==> src/design/serial_command_frame_decoder_unit_assert.svh <==
// assertion macros shared by the serial command frame decoder modules
// expects signals named clk and rst_n in the module that uses them
`ifndef SERIAL_COMMAND_FRAME_DECODER_UNIT_ASSERT_SVH
`define SERIAL_COMMAND_FRAME_DECODER_UNIT_ASSERT_SVH

// same-cycle implication, checked outside reset
`define SCFD_ASSERT_NOW(label, ante, cons) \
    label: assert property (@(posedge clk) disable iff (!rst_n) (ante) |-> (cons)) \
        else $error("scfd assertion failed");

// next-cycle implication, checked outside reset
`define SCFD_ASSERT_NEXT(label, ante, cons) \
    label: assert property (@(posedge clk) disable iff (!rst_n) (ante) |=> (cons)) \
        else $error("scfd assertion failed");

`endif

==> src/design/scfd_pkg.sv <==
// shared types and constants of the serial command frame decoder
// no dependencies
`timescale 1ns / 1ps

package scfd_pkg;

    // frame characters
    localparam logic [7:0] CHAR_SOF  = 8'h3C;
    localparam logic [7:0] CHAR_SEP  = 8'h2D;
    localparam logic [7:0] CHAR_ZERO = 8'h30;
    localparam logic [7:0] CHAR_NINE = 8'h39;

    // frame position: index of the next frame character, idle outside a frame
    localparam logic [3:0] POS_IDLE  = 4'd0;
    localparam logic [3:0] POS_FIRST = 4'd1;
    localparam logic [3:0] POS_SEP   = 4'd4;
    localparam logic [3:0] POS_LAST  = 4'd8;

    // command codes
    localparam logic [9:0] CMD_START = 10'd1;
    localparam logic [9:0] CMD_STOP  = 10'd2;
    localparam logic [9:0] CMD_CLEAR = 10'd3;
    localparam logic [9:0] CMD_VSET  = 10'd14;
    localparam logic [9:0] CMD_ISET  = 10'd15;

    // plant states
    localparam logic [1:0] PLANT_OFF      = 2'd0;
    localparam logic [1:0] PLANT_STARTING = 2'd1;
    localparam logic [1:0] PLANT_ON       = 2'd2;
    localparam logic [1:0] PLANT_STOPPING = 2'd3;

    // voltage scale 9.34 as a fixed-point factor with 20 fraction bits, exact floor for 14-bit data
    localparam logic [23:0] VOLT_RECIP = 24'd9793700;
    localparam int          VOLT_SHIFT = 20;
    // current scale 98.5 as 197 / 2
    localparam logic [7:0]  CURR_SCALE = 8'd197;

    typedef struct packed {
        logic [7:0] rx_char;
        logic [1:0] plant_state;
    } rx_item_t;

    typedef struct packed {
        logic [9:0]  command_code;
        logic        frame_error;
        logic        state_request_valid;
        logic [1:0]  state_request;
        logic        fault_clear;
        logic        voltage_set_valid;
        logic [15:0] voltage_setpoint;
        logic        current_set_valid;
        logic [15:0] current_setpoint;
    } res_item_t;

    // a completed frame handed from the parser to the executor
    typedef struct packed {
        logic [9:0]  cmd;
        logic [13:0] data;
        logic        fault;
        logic [1:0]  plant;
    } frame_t;

endpackage

==> src/design/serial_command_frame_decoder_unit.sv <==
// Serial command frame decoder: takes received characters, one per item, and
// recognizes frames <ccc-dddd>; a '<' restarts a frame anywhere.
// rx channel (rx_valid/rx_ready/rx_item): one character plus the plant state.
// res channel (res_valid/res_ready/res_item): one result per completed frame,
// issued for the ninth frame character; other characters give no result.
// cfg channel (cfg_valid/cfg_ready/cfg_data): voltage offset, always ready.
// Throughput: one character per cycle while rx_ready is high; the frame register
// and the result register are two stages that a result passes through in order.
// rx_ready drops only while both stages hold items and res_ready is low;
// a waiting result does not stop characters from entering the frame stage.
// Reset clears the frame position, accumulators, offset and both setpoints.
// Depends on scfd_pkg, scfd_parser and scfd_exec.
`timescale 1ns / 1ps

module serial_command_frame_decoder_unit
    import scfd_pkg::*;
(
    input  logic        clk,
    input  logic        rst_n,
    input  logic        rx_valid,
    output logic        rx_ready,
    input  rx_item_t    rx_item,
    output logic        res_valid,
    input  logic        res_ready,
    output res_item_t   res_item,
    input  logic        cfg_valid,
    output logic        cfg_ready,
    input  logic [15:0] cfg_data
);

    logic   frm_valid;
    logic   frm_ready;
    frame_t frm;

    scfd_parser u_parser (
        .clk       (clk),
        .rst_n     (rst_n),
        .rx_valid  (rx_valid),
        .rx_ready  (rx_ready),
        .rx_item   (rx_item),
        .frm_valid (frm_valid),
        .frm_ready (frm_ready),
        .frm       (frm)
    );

    scfd_exec u_exec (
        .clk       (clk),
        .rst_n     (rst_n),
        .frm_valid (frm_valid),
        .frm_ready (frm_ready),
        .frm       (frm),
        .cfg_valid (cfg_valid),
        .cfg_ready (cfg_ready),
        .cfg_data  (cfg_data),
        .res_valid (res_valid),
        .res_ready (res_ready),
        .res_item  (res_item)
    );

endmodule

==> src/design/scfd_parser.sv <==
// character parser: tracks the frame position and accumulates digits
// depends on scfd_pkg and the assertion macro header
`timescale 1ns / 1ps
`include "serial_command_frame_decoder_unit_assert.svh"

module scfd_parser
    import scfd_pkg::*;
(
    input  logic     clk,
    input  logic     rst_n,
    input  logic     rx_valid,
    output logic     rx_ready,
    input  rx_item_t rx_item,
    output logic     frm_valid,
    input  logic     frm_ready,
    output frame_t   frm
);

    logic [3:0]  pos_reg, pos_next;
    logic [9:0]  cmd_reg, cmd_next;
    logic [13:0] data_reg, data_next;
    logic        sep_reg, sep_next;
    logic        fault_reg, fault_next;
    logic        frm_valid_reg, frm_valid_next;
    frame_t      frm_reg, frm_next;
    logic        frm_load;
    logic        accept;
    logic        is_digit;
    logic [3:0]  dig;
    logic [13:0] cmd_mac;
    logic [17:0] data_mac;

    assign rx_ready  = !frm_valid_reg || frm_ready;
    assign accept    = rx_valid && rx_ready;
    assign frm_valid = frm_valid_reg;
    assign frm       = frm_reg;

    assign is_digit = (rx_item.rx_char >= CHAR_ZERO) && (rx_item.rx_char <= CHAR_NINE);
    assign dig      = is_digit ? 4'(rx_item.rx_char - CHAR_ZERO) : 4'd0;

    // times ten as shift and add
    assign cmd_mac  = 14'({cmd_reg, 3'b000}) + 14'({cmd_reg, 1'b0}) + 14'(dig);
    assign data_mac = 18'({data_reg, 3'b000}) + 18'({data_reg, 1'b0}) + 18'(dig);

    always_comb
    begin
        pos_next   = pos_reg;
        cmd_next   = cmd_reg;
        data_next  = data_reg;
        sep_next   = sep_reg;
        fault_next = fault_reg;
        frm_next   = frm_reg;
        frm_load   = 1'b0;
        if (accept)
        begin
            if (rx_item.rx_char == CHAR_SOF)
            begin
                pos_next   = POS_FIRST;
                cmd_next   = '0;
                data_next  = '0;
                sep_next   = 1'b0;
                fault_next = 1'b0;
            end
            else if (pos_reg == POS_IDLE || pos_reg > POS_LAST)
            begin
                pos_next = POS_IDLE;
            end
            else
            begin
                if (pos_reg == POS_SEP)
                begin
                    sep_next = (rx_item.rx_char == CHAR_SEP);
                end
                else
                begin
                    if (!is_digit)
                    begin
                        fault_next = 1'b1;
                    end
                    if (pos_reg < POS_SEP)
                    begin
                        cmd_next = cmd_mac[9:0];
                    end
                    else
                    begin
                        data_next = data_mac[13:0];
                    end
                end
                if (pos_reg < POS_LAST)
                begin
                    pos_next = pos_reg + 4'd1;
                end
                else
                begin
                    // last data digit: hand the frame on and go idle
                    frm_load       = 1'b1;
                    frm_next.cmd   = cmd_reg;
                    frm_next.data  = sep_reg ? data_mac[13:0] : 14'd0;
                    frm_next.fault = fault_reg || !is_digit;
                    frm_next.plant = rx_item.plant_state;
                    pos_next       = POS_IDLE;
                    cmd_next       = '0;
                    data_next      = '0;
                    sep_next       = 1'b0;
                    fault_next     = 1'b0;
                end
            end
        end
    end

    always_comb
    begin
        if (frm_load)
        begin
            frm_valid_next = 1'b1;
        end
        else if (frm_ready)
        begin
            frm_valid_next = 1'b0;
        end
        else
        begin
            frm_valid_next = frm_valid_reg;
        end
    end

    always_ff @(posedge clk or negedge rst_n)
    begin
        if (!rst_n)
        begin
            pos_reg       <= POS_IDLE;
            cmd_reg       <= '0;
            data_reg      <= '0;
            sep_reg       <= 1'b0;
            fault_reg     <= 1'b0;
            frm_valid_reg <= 1'b0;
        end
        else
        begin
            pos_reg       <= pos_next;
            cmd_reg       <= cmd_next;
            data_reg      <= data_next;
            sep_reg       <= sep_next;
            fault_reg     <= fault_next;
            frm_valid_reg <= frm_valid_next;
        end
    end

    always_ff @(posedge clk)
    begin
        frm_reg <= frm_next;
    end

    `SCFD_ASSERT_NOW(a_pos_in_range, 1'b1, pos_reg <= POS_LAST)
    `SCFD_ASSERT_NEXT(a_sof_restarts, accept && rx_item.rx_char == CHAR_SOF, pos_reg == POS_FIRST)
    `SCFD_ASSERT_NEXT(a_last_char_emits,
        accept && rx_item.rx_char != CHAR_SOF && pos_reg == POS_LAST,
        frm_valid_reg && pos_reg == POS_IDLE)

endmodule

==> src/design/scfd_exec.sv <==
// command executor: scales setpoints, acts on the command, holds the result register
// depends on scfd_pkg and the assertion macro header
`timescale 1ns / 1ps
`include "serial_command_frame_decoder_unit_assert.svh"

module scfd_exec
    import scfd_pkg::*;
(
    input  logic        clk,
    input  logic        rst_n,
    input  logic        frm_valid,
    output logic        frm_ready,
    input  frame_t      frm,
    input  logic        cfg_valid,
    output logic        cfg_ready,
    input  logic [15:0] cfg_data,
    output logic        res_valid,
    input  logic        res_ready,
    output res_item_t   res_item
);

    logic [15:0] offset_reg;
    logic [15:0] vstore_reg, vstore_next;
    logic [15:0] istore_reg, istore_next;
    logic        res_valid_reg, res_valid_next;
    res_item_t   res_reg, res_next;
    logic        take;
    logic [37:0] v_prod;
    logic [15:0] v_scaled;
    logic [21:0] i_prod;
    logic [20:0] i_half;
    logic [15:0] i_sat;

    assign cfg_ready = 1'b1;
    assign frm_ready = !res_valid_reg || res_ready;
    assign take      = frm_valid && frm_ready;
    assign res_valid = res_valid_reg;
    assign res_item  = res_reg;

    assign v_prod   = 38'(frm.data) * 38'(VOLT_RECIP);
    assign v_scaled = v_prod[VOLT_SHIFT +: 16];
    assign i_prod   = 22'(frm.data) * 22'(CURR_SCALE);
    assign i_half   = i_prod[21:1];
    assign i_sat    = (|i_half[20:16]) ? 16'hFFFF : i_half[15:0];

    always_comb
    begin
        vstore_next = vstore_reg;
        istore_next = istore_reg;
        res_next    = '0;
        res_next.frame_error = frm.fault;
        if (!frm.fault)
        begin
            res_next.command_code = frm.cmd;
            unique case (frm.cmd)
                CMD_START:
                begin
                    if (frm.plant == PLANT_OFF)
                    begin
                        res_next.state_request_valid = 1'b1;
                        res_next.state_request       = PLANT_STARTING;
                    end
                end
                CMD_STOP:
                begin
                    if (frm.plant == PLANT_ON)
                    begin
                        res_next.state_request_valid = 1'b1;
                        res_next.state_request       = PLANT_STOPPING;
                    end
                end
                CMD_CLEAR:
                begin
                    res_next.fault_clear = 1'b1;
                end
                CMD_VSET:
                begin
                    vstore_next                = v_scaled - offset_reg;
                    res_next.voltage_set_valid = 1'b1;
                end
                CMD_ISET:
                begin
                    istore_next                = i_sat;
                    res_next.current_set_valid = 1'b1;
                end
                default:
                begin
                end
            endcase
        end
        res_next.voltage_setpoint = vstore_next;
        res_next.current_setpoint = istore_next;
    end

    always_comb
    begin
        if (take)
        begin
            res_valid_next = 1'b1;
        end
        else if (res_ready)
        begin
            res_valid_next = 1'b0;
        end
        else
        begin
            res_valid_next = res_valid_reg;
        end
    end

    always_ff @(posedge clk or negedge rst_n)
    begin
        if (!rst_n)
        begin
            offset_reg    <= '0;
            vstore_reg    <= '0;
            istore_reg    <= '0;
            res_valid_reg <= 1'b0;
        end
        else
        begin
            if (cfg_valid && cfg_ready)
            begin
                offset_reg <= cfg_data;
            end
            if (take)
            begin
                vstore_reg <= vstore_next;
                istore_reg <= istore_next;
            end
            res_valid_reg <= res_valid_next;
        end
    end

    always_ff @(posedge clk)
    begin
        if (take)
        begin
            res_reg <= res_next;
        end
    end

    `SCFD_ASSERT_NEXT(a_frame_lands, take, res_valid_reg)
    `SCFD_ASSERT_NOW(a_one_action, res_valid_reg,
        $onehot0({res_reg.state_request_valid, res_reg.fault_clear,
                  res_reg.voltage_set_valid, res_reg.current_set_valid}))
    `SCFD_ASSERT_NOW(a_error_quiet, res_valid_reg && res_reg.frame_error,
        res_reg.command_code == 10'd0 && !res_reg.state_request_valid &&
        !res_reg.fault_clear && !res_reg.voltage_set_valid && !res_reg.current_set_valid)
    `SCFD_ASSERT_NOW(a_request_code, res_valid_reg,
        res_reg.state_request_valid == (res_reg.state_request != 2'd0))

endmodule

==> config.mk <==
export PLATFORM = sky130hd
export DESIGN_NAME = serial_command_frame_decoder_unit
export DESIGN_NICKNAME = d
export VERILOG_FILES = /design/src/design/scfd_pkg.sv /design/src/design/serial_command_frame_decoder_unit.sv /design/src/design/scfd_parser.sv /design/src/design/scfd_exec.sv
export VERILOG_INCLUDE_DIRS = /design/src /design/src/design
export SDC_FILE = /design/constraint.sdc
export NUM_CORES = 1
export LEC_CHECK = 0
export BUFFER_PORTS_ARGS = -buffer_cell sky130_fd_sc_hd__buf_2
export CORE_ASPECT_RATIO = 1.4
export CORE_MARGIN = 5
export CORE_UTILIZATION = 58
export CTS_CLUSTER_SIZE = 24
export DETAILED_ROUTE_END_ITERATION = 8
export GPL_ROUTABILITY_DRIVEN = 0
export MAX_ROUTING_LAYER = met4
export PLACE_DENSITY = 0.77
export SETUP_SLACK_MARGIN = 0.1
export SLEW_MARGIN = 10
export SYNTH_ARGS = -nofsm -noshare
export SYNTH_HDL_FRONTEND = slang
export SYNTH_SLANG_ARGS = --single-unit
==> constraint.sdc <==
create_clock -name clk -period 9 [get_ports clk]
set_input_delay 0.45 -clock clk [delete_from_list [all_inputs] [get_ports clk]]
set_output_delay 0.45 -clock clk [all_outputs]
set_load 0.05 [all_outputs]
==> key figures <==
Run status
  • Status: complete, no violations

Placement
  • Dpl hpwl: 23300 um
  • # port buffers: a little over 80
  • DP Worst Slack: 1.30 ns

Clocking
  • CTS Buf Count: 17
  • Gates resized, CTS repair: 0
  • Worst skew pair latency: 0.45 ns
  • Root buffer cell: clkbuf_16
  • Reg clk slew, reported paths: 0.07 ns
  • Clock sink count: approximately 150
  • Number of H-tree levels: 4
  • TritonCTS clock tree: done
  • CTS Buffer Depth: 2

Global route
  • Largest net degree at the start of global routing: 70
  • Vias in the first global route: ~10000
  • Total track usage: 23.3%
  • First-pass GRT wire length: 48900 um
  • Initial antenna violation count: 0
  • Grt total ovfl: 0

Timing
  • Slew Limit Headroom: 30.2%
  • Max Clk Rate: roughly 130 MHz
  • Min Tclk post-route: 7.71 ns
  • Final setup violating endpoints: 0
  • Hold Worst Slack: 0.176 ns
  • Setup TNS: 0 ns
  • RSZ-0062 raised after global routing: false
  • Final worst slack: 1.29 ns
  • Fin. Hold Viols: 0
  • Final Skew: 0.0140 ns
  • Fin crit share: 85.6%
  • Pins Over Slew Limit: 0
  • Worst-Margin Slew: 1.04 ns

Setup path
  • Arr. time, crit path: 7.90 ns
  • Worst path bufs/invs: 2
  • Critical Path Source: u_parser.frm[6]$_SDFFCE_PN0P_
  • Reg2Reg Launch Point: u_parser.frm[6]$_SDFFCE_PN0P_
  • CP endpoint kind: flop
  • Worst reg2reg setup slack: 1.29 ns
  • Slowest Stage Delay on Critical Path: 0.66 ns
  • R2R depth: 25
  • Crit path max-delay family: adder cells
  • WP depth: 25
  • Slowest stage cell, crit path: edfxtp_1
  • FF-to-FF End: u_exec.res_item[31]$_DFFE_PP_
  • Crit path to: u_exec.res_item[31]$_DFFE_PP_
  • CP max FO: 9
  • WS Path Type: reg2reg
  • CP startpoint kind: flop
  • Critical Path RT: 9.19 ns

Logic synthesis
  • Top cells by count, synth: ha_1 (238), inv_1 (205), nand2_1 (101), fa_1 (95), dfrtp_1 (79)
  • Synth Cell Area: 13700 um^2
  • EDFF count, synth: 75
  • Post-Syn Area per Cell: between 10 and 15 um^2
  • Post-Synthesis Net Count: about 1700
  • Cell variety after synth: 61
  • Most common cell in the synthesized netlist: ha_1
  • Cells after Synth: 1329
  • Synthesized flop and latch total: 154
  • Async set or reset register ratio after synthesis: 51.3%
  • Seq/Total Area, Yosys: 31.0%
  • Post-synth top flop: dfrtp_1
  • Yosys warning count: 0
  • Yosys top cell area share: 21.8%
  • Area leader, netlist: ha_1
  • Top cells by area, synth: ha_1 (22%), edfxtp_1 (16%), dfrtp_1 (14%)

Hold path
  • Worst hold path type: in2reg
  • Hold_sp: rx_item[0]

Die
  • Initial Utilization: around three fifths
  • Cell Rows: 66
  • Core area: 23200 um^2
  • Die Span X: 140 um
  • Number of I/O pins: 83
  • Die area: 26800 um^2
  • DIE HEIGHT: 192 um

Route
  • DRT iter0 DRCs: 549
  • Via density per instance: about 5.7
  • Wire per inst: 16.8 um
  • DRT Pass-1 Iters: 5
  • Via Count: just under 10000
  • DRC Markers: 0
  • Post-route ant nets: 0
  • Post-Route WL: around 29000 um

Final layout
  • Final nets: 1775
  • Fill count: 1809
  • Diode count: 0
  • Largest register FFs: 48
  • Layout overhead on the synthesized area: 9.54%
  • Layout cell share with drive strength beyond 1: 10.0%

Power
  • Post-layout power: 2.82 mW
  • Worst vdd ir: 0.142 mV
  • Power per cell area: 188 nW/um^2
  • Leakage: 7.53 nW

Flow run
  • Max-cap violations: 0
## metal layers
layer | track usage [%] | up-vias | part of all wire, %
li1 | - | 4742 | -
met1 | 24.4 | 4803 | 38
met2 | 42.4 | 244 | 54
met4 | 11.4 | 0 | 4.2
met5 | - | - | 0
met3 | 3.86 | 85 | 4.2
## area by class of cell
type | instances | area (um^2) | share of cell area, %
Multi-Input combinational cell | 942 | 8540 | 57.1
Sequential cell | 154 | 4230 | 28.3
Inverter | 206 | 773 | 5.17
Timing Repair Buffer | 90 | 478 | 3.19
Clock buffer | 19 | 443 | 2.96
Tap cell | 306 | 383 | 2.56
Clock inverter | 13 | 120 | 0.803
## report_power, final
group,total (mW),switching (mW),internal (mW),leakage [nW]
Combinational,1.28,0.722,0.562,5.45
Sequential,0.844,0.0532,0.790,1.80
Clock,0.688,0.316,0.372,0.276
## what timing repair did
| action | CTS | global route |
|---|---|---|
| hold buffers | 1 | 0 |
| endpoints found under the hold margin | 26 | 0 |
| setup buffers | 0 | 0 |
## worst reg2reg max path, cell delays in order (launching register included)
cell      delay, ns
edfxtp_1       0.66
inv_1          0.15
fa_1           0.54
inv_1          0.04
ha_1           0.28
ha_1           0.31
fa_1           0.48
fa_1           0.60
fa_1           0.44
ha_1           0.34
a21oi_1        0.16
nand2_1        0.06
a21oi_1        0.25
a21boi_0       0.13
o21a_1         0.22
a311o_1        0.39
xor2_1         0.16
ha_1           0.33
a21o_1         0.19
a21oi_1        0.25
o21ai_0        0.14
o211a_1        0.15
o41ai_1        0.52
o21ai_0        0.22
xor2_1         0.19
mux2_2         0.28
## logic make-up after synthesis
group	synth area share (%)
other	0.0275
and+or+nand+nor	10.1
muxes	1.29
xor gates and xnor gates	3.72
DFF	31.0
buffers and inverters	6.62
AOI/OAI and AO/OA	11.5
adders and majority gates	35.7
## how the worst min path moves through the flow
stage,slack [ns],to,cells past startpoint
finish,0.18,u_parser.frm[0]$_DFFE_PP_,1
global route,0.17,u_parser.frm[0]$_DFFE_PP_,1
CTS,0.16,u_parser.frm[0]$_DFFE_PP_,1
detailed placement,0.40,u_exec.vstore_reg[4]$_DFFE_PN0P_,1
global placement,0.40,u_exec.vstore_reg[2]$_DFFE_PN0P_,1
floorplan,0.15,u_exec.istore_reg[0]$_DFFE_PN0P_,0
## layout by cell type, fill, tap and decap left out, types with 14 or more instances in the layout
| cell type | count |
|---|---|
| dfrtp_1 | 79 |
| ha_1 | 238 |
| a21oi_1 | 64 |
| nand2_1 | 101 |
| o21ai_0 | 51 |
| a21o_1 | 14 |
| xnor2_1 | 39 |
| a22o_1 | 17 |
| nor2_1 | 73 |
| nor2b_1 | 23 |
| nor3_1 | 17 |
| clkbuf_16 | 17 |
| edfxtp_1 | 75 |
| fa_1 | 95 |
| buf_2 | 80 |
| inv_1 | 204 |
| xor2_1 | 19 |
| a31oi_1 | 22 |
| and2_1 | 17 |
## stage by stage
stage | std cells | cell area [um^2] | utilization [%]
final | 1730 | 15000 | 64.5
after global routing | 1730 | 15000 | 64.5
after CTS | 1730 | 15000 | 64.5
after detailed placement | 1697 | 14400 | 62.0
after global placement | 1697 | 14400 | 62.0
after floorplan | 1329 | 13700 | -
(Power assumes the default switching activity.)
